## src/rtl/core/sdhe_pkg.sv

```systemverilog
// Shared types and constants for the switch debounce and hold event block.
package sdhe_pkg;

    localparam int THR_W      = 8;
    localparam int HOLD_W     = 10;
    localparam int CFG_DATA_W = 10;
    localparam int ST_W       = 2;
    localparam int EV_W       = 3;

    localparam logic [THR_W-1:0]  THRESHOLD_RESET  = 8'h7F;
    localparam logic [HOLD_W-1:0] HOLD_TICKS_RESET = 10'd100;
    localparam logic [HOLD_W-1:0] HOLD_COUNT_MAX   = 10'h3FF;

    typedef enum logic {
        REG_THRESHOLD  = 1'b0,
        REG_HOLD_TICKS = 1'b1
    } t_cfg_reg;

    typedef enum logic {
        OP_TICK = 1'b0,
        OP_POLL = 1'b1
    } t_op;

    typedef enum logic [ST_W-1:0] {
        ST_OPEN   = 2'd0,
        ST_CLOSED = 2'd1,
        ST_HELD   = 2'd2
    } t_sw_state;

    typedef enum logic [EV_W-1:0] {
        EV_NONE       = 3'd0,
        EV_RELEASE    = 3'd1,
        EV_HOLD_ENTER = 3'd2,
        EV_HOLDING    = 3'd3,
        EV_HOLD_EXIT  = 3'd4
    } t_event;

    typedef struct packed {
        t_op  op;
        logic pin_low;
    } t_item;

    typedef struct packed {
        t_sw_state state;
        t_event    event_code;
    } t_result;

endpackage

```

## src/rtl/core/sdhe_cfg.sv

```systemverilog
// Configuration registers for the debounce threshold and the hold limit.
module sdhe_cfg (
    input  logic                             i_clk,
    input  logic                             i_rst_n,
    input  logic                             i_cfg_valid,
    output logic                             o_cfg_ready,
    input  sdhe_pkg::t_cfg_reg               i_cfg_index,
    input  logic [sdhe_pkg::CFG_DATA_W-1:0]  i_cfg_data,
    output logic [sdhe_pkg::THR_W-1:0]       o_threshold,
    output logic [sdhe_pkg::HOLD_W-1:0]      o_hold_ticks
);
    import sdhe_pkg::*;

    logic [THR_W-1:0]  r_threshold;
    logic [HOLD_W-1:0] r_hold_ticks;

    assign o_cfg_ready = 1'b1;

    always_ff @(posedge i_clk) begin
        if (!i_rst_n) begin
            r_threshold  <= THRESHOLD_RESET;
            r_hold_ticks <= HOLD_TICKS_RESET;
        end else if (i_cfg_valid) begin
            unique case (i_cfg_index)
                REG_THRESHOLD:  r_threshold  <= i_cfg_data[THR_W-1:0];
                REG_HOLD_TICKS: r_hold_ticks <= i_cfg_data[HOLD_W-1:0];
                default:        ;
            endcase
        end
    end

    assign o_threshold  = r_threshold;
    assign o_hold_ticks = r_hold_ticks;

endmodule

```

## src/rtl/core/sdhe_qual.sv

```systemverilog
// Debounce history, hold counter, poll tracking and the per-word result logic.
module sdhe_qual #(
    parameter int HISTORY_BITS = 8
) (
    input  logic                         i_clk,
    input  logic                         i_rst_n,
    input  logic                         i_fire,
    input  sdhe_pkg::t_item              i_item,
    input  logic [sdhe_pkg::THR_W-1:0]   i_threshold,
    input  logic [sdhe_pkg::HOLD_W-1:0]  i_hold_ticks,
    output sdhe_pkg::t_result            o_result
);
    import sdhe_pkg::*;

    localparam int CMP_W = (HISTORY_BITS > THR_W) ? HISTORY_BITS : THR_W;

    logic [HISTORY_BITS-1:0] r_hist, n_hist;
    logic                    r_closed, n_closed;
    logic                    r_held, n_held;
    logic [HOLD_W-1:0]       r_count, n_count;
    t_sw_state               r_last, n_last;

    t_sw_state         cur_state;
    t_sw_state         tick_state;
    logic [HOLD_W-1:0] count_inc;
    logic              closed_new;
    logic              held_new;
    logic [HOLD_W-1:0] count_new;
    logic [HISTORY_BITS-1:0] hist_new;
    t_event            poll_event;

    always_comb begin
        if (!r_closed) begin
            cur_state = ST_OPEN;
        end else if (r_held) begin
            cur_state = ST_HELD;
        end else begin
            cur_state = ST_CLOSED;
        end
    end

    always_comb begin
        hist_new = {r_hist[HISTORY_BITS-2:0], i_item.pin_low};

        if (CMP_W'(hist_new) >= CMP_W'(i_threshold)) begin
            closed_new = 1'b1;
        end else if (hist_new == '0) begin
            closed_new = 1'b0;
        end else begin
            closed_new = r_closed;
        end

        if (cur_state == ST_CLOSED && r_count != HOLD_COUNT_MAX) begin
            count_inc = r_count + HOLD_W'(1);
        end else begin
            count_inc = r_count;
        end

        if (closed_new && count_inc >= i_hold_ticks) begin
            count_new = i_hold_ticks;
            held_new  = 1'b1;
        end else if (!closed_new) begin
            count_new = '0;
            held_new  = 1'b0;
        end else begin
            count_new = count_inc;
            held_new  = r_held;
        end

        if (!closed_new) begin
            tick_state = ST_OPEN;
        end else if (held_new) begin
            tick_state = ST_HELD;
        end else begin
            tick_state = ST_CLOSED;
        end
    end

    always_comb begin
        if (r_last != ST_HELD && cur_state == ST_HELD) begin
            poll_event = EV_HOLD_ENTER;
        end else if (r_last == ST_HELD && cur_state == ST_HELD) begin
            poll_event = EV_HOLDING;
        end else if (r_last == ST_HELD) begin
            poll_event = EV_HOLD_EXIT;
        end else if (cur_state == ST_OPEN && r_last == ST_CLOSED) begin
            poll_event = EV_RELEASE;
        end else begin
            poll_event = EV_NONE;
        end
    end

    always_comb begin
        n_hist   = r_hist;
        n_closed = r_closed;
        n_held   = r_held;
        n_count  = r_count;
        n_last   = r_last;
        unique case (i_item.op)
            OP_TICK: begin
                o_result.state      = tick_state;
                o_result.event_code = EV_NONE;
                if (i_fire) begin
                    n_hist   = hist_new;
                    n_closed = closed_new;
                    n_held   = held_new;
                    n_count  = count_new;
                end
            end
            OP_POLL: begin
                o_result.state      = cur_state;
                o_result.event_code = poll_event;
                if (i_fire) begin
                    n_last = cur_state;
                end
            end
            default: begin
                o_result.state      = cur_state;
                o_result.event_code = EV_NONE;
            end
        endcase
    end

    always_ff @(posedge i_clk) begin
        if (!i_rst_n) begin
            r_hist   <= '1;
            r_closed <= 1'b0;
            r_held   <= 1'b0;
            r_count  <= '0;
            r_last   <= ST_OPEN;
        end else begin
            r_hist   <= n_hist;
            r_closed <= n_closed;
            r_held   <= n_held;
            r_count  <= n_count;
            r_last   <= n_last;
        end
    end

endmodule

```

## src/rtl/core/switch_debounce_hold_events.sv

```systemverilog
// Top level of the push-button debounce and long-press event block.
//
//   Channel  Direction  Handshake                 Payload
//   in       to block   i_in_valid / o_in_stall   i_operation, i_pin_low
//   out      from block o_out_valid / i_out_stall o_reported_state, o_press_event
//   cfg      to block   i_cfg_valid / o_cfg_ready i_cfg_index, i_cfg_data
//
// One word is accepted every cycle while o_in_stall is low.
// The input register feeds the debounce logic, whose result is loaded into the output register.
// Reset is synchronous and active low; it restores the history to all ones and the state to open.
// A stall on the output holds the result and raises the input stall while a word waits in the input register.
module switch_debounce_hold_events #(
    parameter int HISTORY_BITS = 8
) (
    input  logic                             i_clk,
    input  logic                             i_rst_n,
    input  logic                             i_in_valid,
    output logic                             o_in_stall,
    input  logic                             i_operation,
    input  logic                             i_pin_low,
    output logic                             o_out_valid,
    input  logic                             i_out_stall,
    output logic [sdhe_pkg::ST_W-1:0]        o_reported_state,
    output logic [sdhe_pkg::EV_W-1:0]        o_press_event,
    input  logic                             i_cfg_valid,
    output logic                             o_cfg_ready,
    input  logic                             i_cfg_index,
    input  logic [sdhe_pkg::CFG_DATA_W-1:0]  i_cfg_data
);
    import sdhe_pkg::*;

    logic [THR_W-1:0]  threshold;
    logic [HOLD_W-1:0] hold_ticks;

    logic    r_s1_valid;
    t_item   r_s1_item;
    logic    r_out_valid;
    t_result r_out;
    t_result step_result;

    logic out_load;
    logic s1_move;
    logic in_accept;

    assign out_load  = !r_out_valid || !i_out_stall;
    assign s1_move   = r_s1_valid && out_load;
    assign o_in_stall = r_s1_valid && !out_load;
    assign in_accept = i_in_valid && !o_in_stall;

    sdhe_cfg u_cfg (
        .i_clk        (i_clk),
        .i_rst_n      (i_rst_n),
        .i_cfg_valid  (i_cfg_valid),
        .o_cfg_ready  (o_cfg_ready),
        .i_cfg_index  (t_cfg_reg'(i_cfg_index)),
        .i_cfg_data   (i_cfg_data),
        .o_threshold  (threshold),
        .o_hold_ticks (hold_ticks)
    );

    sdhe_qual #(
        .HISTORY_BITS (HISTORY_BITS)
    ) u_qual (
        .i_clk        (i_clk),
        .i_rst_n      (i_rst_n),
        .i_fire       (s1_move),
        .i_item       (r_s1_item),
        .i_threshold  (threshold),
        .i_hold_ticks (hold_ticks),
        .o_result     (step_result)
    );

    always_ff @(posedge i_clk) begin
        if (!i_rst_n) begin
            r_s1_valid  <= 1'b0;
            r_out_valid <= 1'b0;
        end else begin
            if (in_accept) begin
                r_s1_valid <= 1'b1;
            end else if (s1_move) begin
                r_s1_valid <= 1'b0;
            end
            if (out_load) begin
                r_out_valid <= s1_move;
            end
        end
    end

    always_ff @(posedge i_clk) begin
        if (in_accept) begin
            r_s1_item.op      <= t_op'(i_operation);
            r_s1_item.pin_low <= i_pin_low;
        end
        if (s1_move) begin
            r_out <= step_result;
        end
    end

    assign o_out_valid      = r_out_valid;
    assign o_reported_state = r_out.state;
    assign o_press_event    = r_out.event_code;

`ifndef SYNTHESIS
    a_holding_means_held: assert property (@(posedge i_clk) disable iff (!i_rst_n)
        (r_out_valid && (r_out.event_code == EV_HOLDING || r_out.event_code == EV_HOLD_ENTER))
        |-> (r_out.state == ST_HELD))
        else $error("hold event reported without held state");

    a_release_means_open: assert property (@(posedge i_clk) disable iff (!i_rst_n)
        (r_out_valid && r_out.event_code == EV_RELEASE) |-> (r_out.state == ST_OPEN))
        else $error("release event reported with switch not open");

    a_stalled_word_kept: assert property (@(posedge i_clk) disable iff (!i_rst_n)
        (r_s1_valid && !out_load) |=> (r_s1_valid && $stable(r_s1_item)))
        else $error("word in input register lost while output stalled");
`endif

endmodule

```

## config.mk

```make
export PLATFORM = sky130hd
export DESIGN_NAME = switch_debounce_hold_events
export DESIGN_NICKNAME = d
export VERILOG_FILES = /design/src/rtl/core/sdhe_pkg.sv /design/src/rtl/core/sdhe_cfg.sv /design/src/rtl/core/sdhe_qual.sv /design/src/rtl/core/switch_debounce_hold_events.sv
export SDC_FILE = /design/constraint.sdc
export NUM_CORES = 1
export LEC_CHECK = 0
export BUFFER_PORTS_ARGS = -buffer_cell sky130_fd_sc_hd__buf_4
export CELL_PAD_IN_SITES_DETAIL_PLACEMENT = 1
export CELL_PAD_IN_SITES_GLOBAL_PLACEMENT = 2
export CORE_MARGIN = 2
export CORE_UTILIZATION = 32
export DETAILED_ROUTE_END_ITERATION = 8
export HOLD_SLACK_MARGIN = 0.12
export PLACE_DENSITY_LB_ADDON = 0.2
export SLEW_MARGIN = 15
export SYNTH_ARGS = -nofsm -noshare
export SYNTH_HDL_FRONTEND = slang
export SYNTH_SLANG_ARGS = --single-unit
```

## constraint.sdc

```tcl
create_clock -name i_clk -period 3 [get_ports i_clk]
set_input_delay 0.45 -clock i_clk [delete_from_list [all_inputs] [get_ports i_clk]]
set_output_delay 0.45 -clock i_clk [all_outputs]
set_load 0.005 [all_outputs]
```

### Yosys cells after proc, flatten, opt, wreduce, memory -nomap -nowiden

Index checks and enable logic that the tools add are counted.

| operators by class | value |
|---|---|
| bitwise gates (word level) | 2 |
| reduce and logical (&&, ||, !) cells | 20 |
| order comparisons | 2 |
| multiplexer cells | 18 |
| shift-type cells | 0 |
| $add $sub $neg | 1 |
| multiply operators | 0 |
| div/mod/pow operators | 0 |
| eq/ne operators | 6 |

Operator list:

| kind | count |
|---|---|
| $mux W10 | 3 |
| $add A10 B1 Y10 const B | 1 |
| $ge A10 B10 Y1 | 1 |
| $ne A10 B10 Y1 const B | 1 |
| $pmux W5 S2 | 1 |
| $mux W3 | 3 |
| $ge A8 B8 Y1 | 1 |
| $logic_and A1 B1 Y1 | 8 |
| $logic_not A8 Y1 | 1 |
| $mux W2 | 4 |
| $reduce_and A2 Y1 | 4 |
| $mux W1 | 7 |
| $eq A2 B1 Y1 const B | 2 |
| $eq A2 B2 Y1 const B | 2 |
| $logic_not A1 Y1 | 4 |
| $logic_not A2 Y1 | 1 |
| $ne A2 B2 Y1 const B | 1 |
| $not A1 Y1 | 2 |
| $reduce_bool A2 Y1 | 1 |
| $logic_or A1 B1 Y1 | 1 |

| storage, ports and cells | value |
|---|---|
| output and inout port bits | 8 |
| latch bits | 0 |
| memories kept | 0 |
| bits in registers | 48 |
| word-level logic and storage cells | 62 |
| bits in writable memories | 0 |
| input port bits | 18 |
| ROM bits | 0 |

### Longest topological paths before layout

| depth | value |
|---|---|
| depth in word-level cells | 11 |
| depth in mapped cells | 13 |
| mapped depth without buffers | 12 |

### Hierarchy

A second synthesis with hierarchy kept.

| second synthesis, totals | value |
|---|---|
| cell total of the unflattened synthesis | 320 |
| area, all modules | 2717.6 um^2 |

Modules (own cells, without submodules):

| module | area each (um^2) | sequential area each (um^2) | cells an instance | instances |
|---|---|---|---|---|
| sdhe_qual | 1681.6 | 420.4 | 222 | 1 |
| sdhe_cfg | 742.0 | 360.3 | 83 | 1 |
| switch_debounce_hold_events | 294.0 | 250.2 | 15 | 1 |

### Least setup slack after synthesis

OpenSTA, ideal clock, no wires.

| path | value |
|---|---|
| path kind | register -> register |
| start | reg u_qual.r_count[0] |
| end | reg u_qual.r_count[2] |
| library setup time | 0.128 ns |
| arrival time | 2.691 ns |
| slack | 0.181 ns |
| cell stages (with the launch flop) | 14 |
| required time | 2.872 ns |
| period minus slack after synthesis | 2.819 ns |
| buffers on the path | 1 |
| cells stage by stage | dfxtp_1 ha_1 and3_1 a41oi_4 nand3_1 xnor2_1 ha_1 a21oi_1 o21ai_0 a31oi_1 and2_1 buf_4 mux2i_1 o21ai_0 |

| on the way | value |
|---|---|
| word-level cells in the longest chain between the ends | 6 |
| elaborated cells on any way between the ends | 8 |
| those cells by class | add/sub: 1; order compare: 1; eq/ne: 1; mux: 3; reduce/logical: 2 |

Ends and longest elaborated chain:

| what | RTL line | RTL |
|---|---|---|
| start, declared | sdhe_qual.sv:20 | `logic [HOLD_W-1:0] r_count, n_count;` |
| start signal, assigned | sdhe_qual.sv:135 | `r_count <= n_count;` |
| parallel branches: the longest is 2 deep, another holds $add A10 B1 Y10 | - |  |
| $mux W10 (*) | sdhe_qual.sv:53 | `if (cur_state == ST_CLOSED && r_count != HOLD_COUNT_MAX) begin` |
| $ge A10 B10 Y1 | sdhe_qual.sv:59 | `if (closed_new && count_inc >= i_hold_ticks) begin` |
| $logic_and A1 B1 Y1 | sdhe_qual.sv:59 |  |
| $mux W10 (*) | sdhe_qual.sv:59 |  |

Mark *: on every way between the ends.
A chain may end at the register's enable or synchronous reset.

### Worst setup path after layout

| path | value |
|---|---|
| start | reg u_qual.r_count[0] |
| end | reg u_qual.r_count[7] |

Same word-level chain as after synthesis.

==> results.md <==
* TNS Setup at 0 ns
* Largest cells by area after synthesis: dfxtp_1, nand2_1, ha_1, edfxtp_1, mux2i_1
* Status: completed
* GRT Resource Usage Total at 0.155
* DRT iter0 DRCs at 53
* Final worst path period need at 2.88 ns
* Final setup fails at 0
* IO Port Bufs at 24
* Setup ws final at 0.123 ns
* Max stage delay on crit path at 0.35 ns
* Clk_lat worst skew at 0.30 ns
* Worst min-delay path category: primary input to flop
* Diode count at 0
* Top_reg_cell synth: dfxtp_1
* Layout cell share with drive strength beyond 1 at 0.209
* Worst Path Buf+Inv at 2
* H-Tree Depth at 2
* PwrDens at 400 nW/um2
* F_max at 348 MHz
* Final period util at 0.959
* Critical Path AT at 3.07 ns
* Post-synth top area share at 0.324
* FILL cells at 941
* Sequential fraction of the synthesis area at 0.407
* Met1 usage at 0.203
* Setup Crit Path Kind: flop to flop
* Number of synthesized flops with an enable pin at 7
* DR vias/cell at 4.81
* Pwr Total at 1.23 mW
* Die Width at 93.0 um
* CTS buffer count at 5
* Pre-antenna DRT Iters at 4
* Largest net degree at the start of global routing at 33
* Synthesis-to-layout area growth at 21.9%
* Startpoint Class: flop
* Die Y at 93.0 um
* Routed Antenna Nets at 0
* Cts hold-fix bufs at 0
* Commonest non-fill, non-tap cells in the layout: nand2_1, dfxtp_1, buf_4, inv_1, ha_1
* Max clock buf depth at 2
* Crit. End Element: flop
* CTS root buffer: clkbuf_8
* Final non-filler cell total at 432
* Yosys top cell by area: dfxtp_1
* Nets at 366
* Most Crowded Layer GR: met2
* Most common cell after layout, fill and taps aside: nand2_1
* Mapped Cells at 291
* CTS tree: built
* Post-DP Area at 2920 um2
* Final Cell Area at 3090 um2
* Number of synthesized register bits at 48
* Least-Margin Pin Slew at 0.954 ns
* Starting density of the core at 0.330
* Post-detail-place hpwl at 4750 um
* Initial antenna violation count at 0
* Distinct cells, synth at 41
* Maximum vdd drop at 185 uV
* Drt total wl at 6220 um
* Critical Path RT at 3.19 ns
* DIE AREA at 8650 um2
* Leak pwr at 1.34 nW
* Synth Cell Area at 2530 um2
* GPL Wtd Cong at 0.767
* Drc violations at 0
* CP Cell Sequence: ha_1, and3_4, a41oi_4, buf_6, mux2_2, ha_1, a211o_1, nand3_1, and2_4, buf_12, mux2i_2, o21ai_0
* Slew headroom at 0.362
* Crit-path leading delay family: compound AO/OA/AOI/OAI gates
* First-pass GRT wire length at 10600 um
* Net count after synthesis at 328
* Core ar. at 7690 um2
* Clock sinks at 48
* Vias in the first global route at 2123
* Count of final hold-check violations at 0
* Dpl ws at -0.0236 ns
* Async SR Flop Fraction at 0
* Max Slew Vio Count at 0
* Worst-path clk slew at 0.10 ns
* I/O pins at 26
* Syn Area/Cell at 8.71 um2
* Inst Count DP at 421
* Warnings, synthesis at 0
* CP max FO at 9
* Routed via count at 2077
* Row cnt at 32
* Most frequent CP cell: ha_1
* Remaining Overflow, GRT at 0
* Grt met2 use at 0.265
* WL/cell at 14.4 um
* Global Route met3 Usage at 0.0242
* Final Skew at 0.00692 ns
* Max-Cap Viols at 0
* Slowest stage cell, crit path: mux2_2
==> repair_timing <==
item / CTS / global route
setup endpoints to repair: 11 / 13
resized for setup: 1 / 17
setup buffers: 0 / 3
pin swaps: 1 / 5
==> Yosys cell counts, drive strengths merged, types with 4 or more instances <==
library cell,n
nand2,64
dfxtp,41
ha,19
inv,19
nand3,14
o21ai,14
o211ai,11
nor2,10
a21boi,9
a21oi,9
mux2i,9
clkbuf,7
edfxtp,7
and3,6
nor2b,6
and2,5
o21a,5
xnor2,4
==> cell type report <==
cell class | count | area [um2] | share of cell area
Timing Repair Buffer | 41 | 324 | 0.105
Inverter | 19 | 71.3 | 0.0231
Multi-Input combinational cell | 214 | 1450 | 0.468
Clock inverter | 3 | 18.8 | 0.00608
Sequential cell | 48 | 1030 | 0.334
Clock buffer | 5 | 68.8 | 0.0223
Tap cell | 102 | 128 | 0.0413
==> registers in the layout, indices dropped and copies added, names as in the netlist, 2 cells and up <==
name and count:
o_reported_state 2, u_qual.r_count 10, u_cfg.o_threshold 8, o_press_event 3, u_qual.r_hist 7, r_s1_item 2
u_qual.r_last 2, u_cfg.o_hold_ticks 10
==> worst register-to-register path: stages (launching register included) <==
cell	delay, ns
dfxtp_1	0.33
ha_1	0.21
and3_4	0.20
a41oi_4	0.28
buf_6	0.15
mux2_2	0.35
ha_1	0.28
a211o_1	0.25
nand3_1	0.10
and2_4	0.17
buf_12	0.14
mux2i_2	0.22
o21ai_0	0.09
==> path summary, 6_finish.rpt <==
| check | start | cells after the start | slack (ns) | endpoint |
|---|---|---|---|---|
| worst max register to register | u_qual.r_count[0] | 12 | 0.12 | u_qual.r_count[7] |
| worst max-delay path | u_qual.r_count[0] | 12 | 0.12 | u_qual.r_count[7] |
| worst min register to register | u_cfg.o_threshold[7] | 2 | 0.47 | u_cfg.o_threshold[7] |
| worst min-delay path | i_operation | 1 | 0.31 | r_s1_item[1] |
==> routing by layer <==
layer  wire [um]  part of all wire
met1        3020              0.49
met2        2990              0.48
met5           0                 0
met3         131             0.021
met4          74             0.012
==> logic make-up after synthesis <==
family	after synthesis	synth area share
buf+inv	29	0.0459
mux	12	0.0503
other cells	1	0.00148
flops	48	0.407
fa+ha+maj	19	0.0938
xor+xnor	4	0.0138
simple gates	118	0.223
compound gates	60	0.165
==> through the flow <==
| stage | hold slack (ns) | util |
|---|---|---|
| after detailed placement | 0.460 | 0.379 |
| after global routing | 0.302 | 0.402 |
| after floorplan | 0.443 | - |
| after global placement | 0.462 | 0.379 |
| final | 0.315 | 0.402 |
| after CTS | 0.308 | 0.392 |
==> where the power goes <==
part | internal [mW] | switching (mW)
Combinational | 0.0630 | 0.0793
Clock | 0.162 | 0.234
Sequential | 0.678 | 0.0184
Total | 0.902 | 0.332
Note: power is estimated with default switching activity, not from simulation.
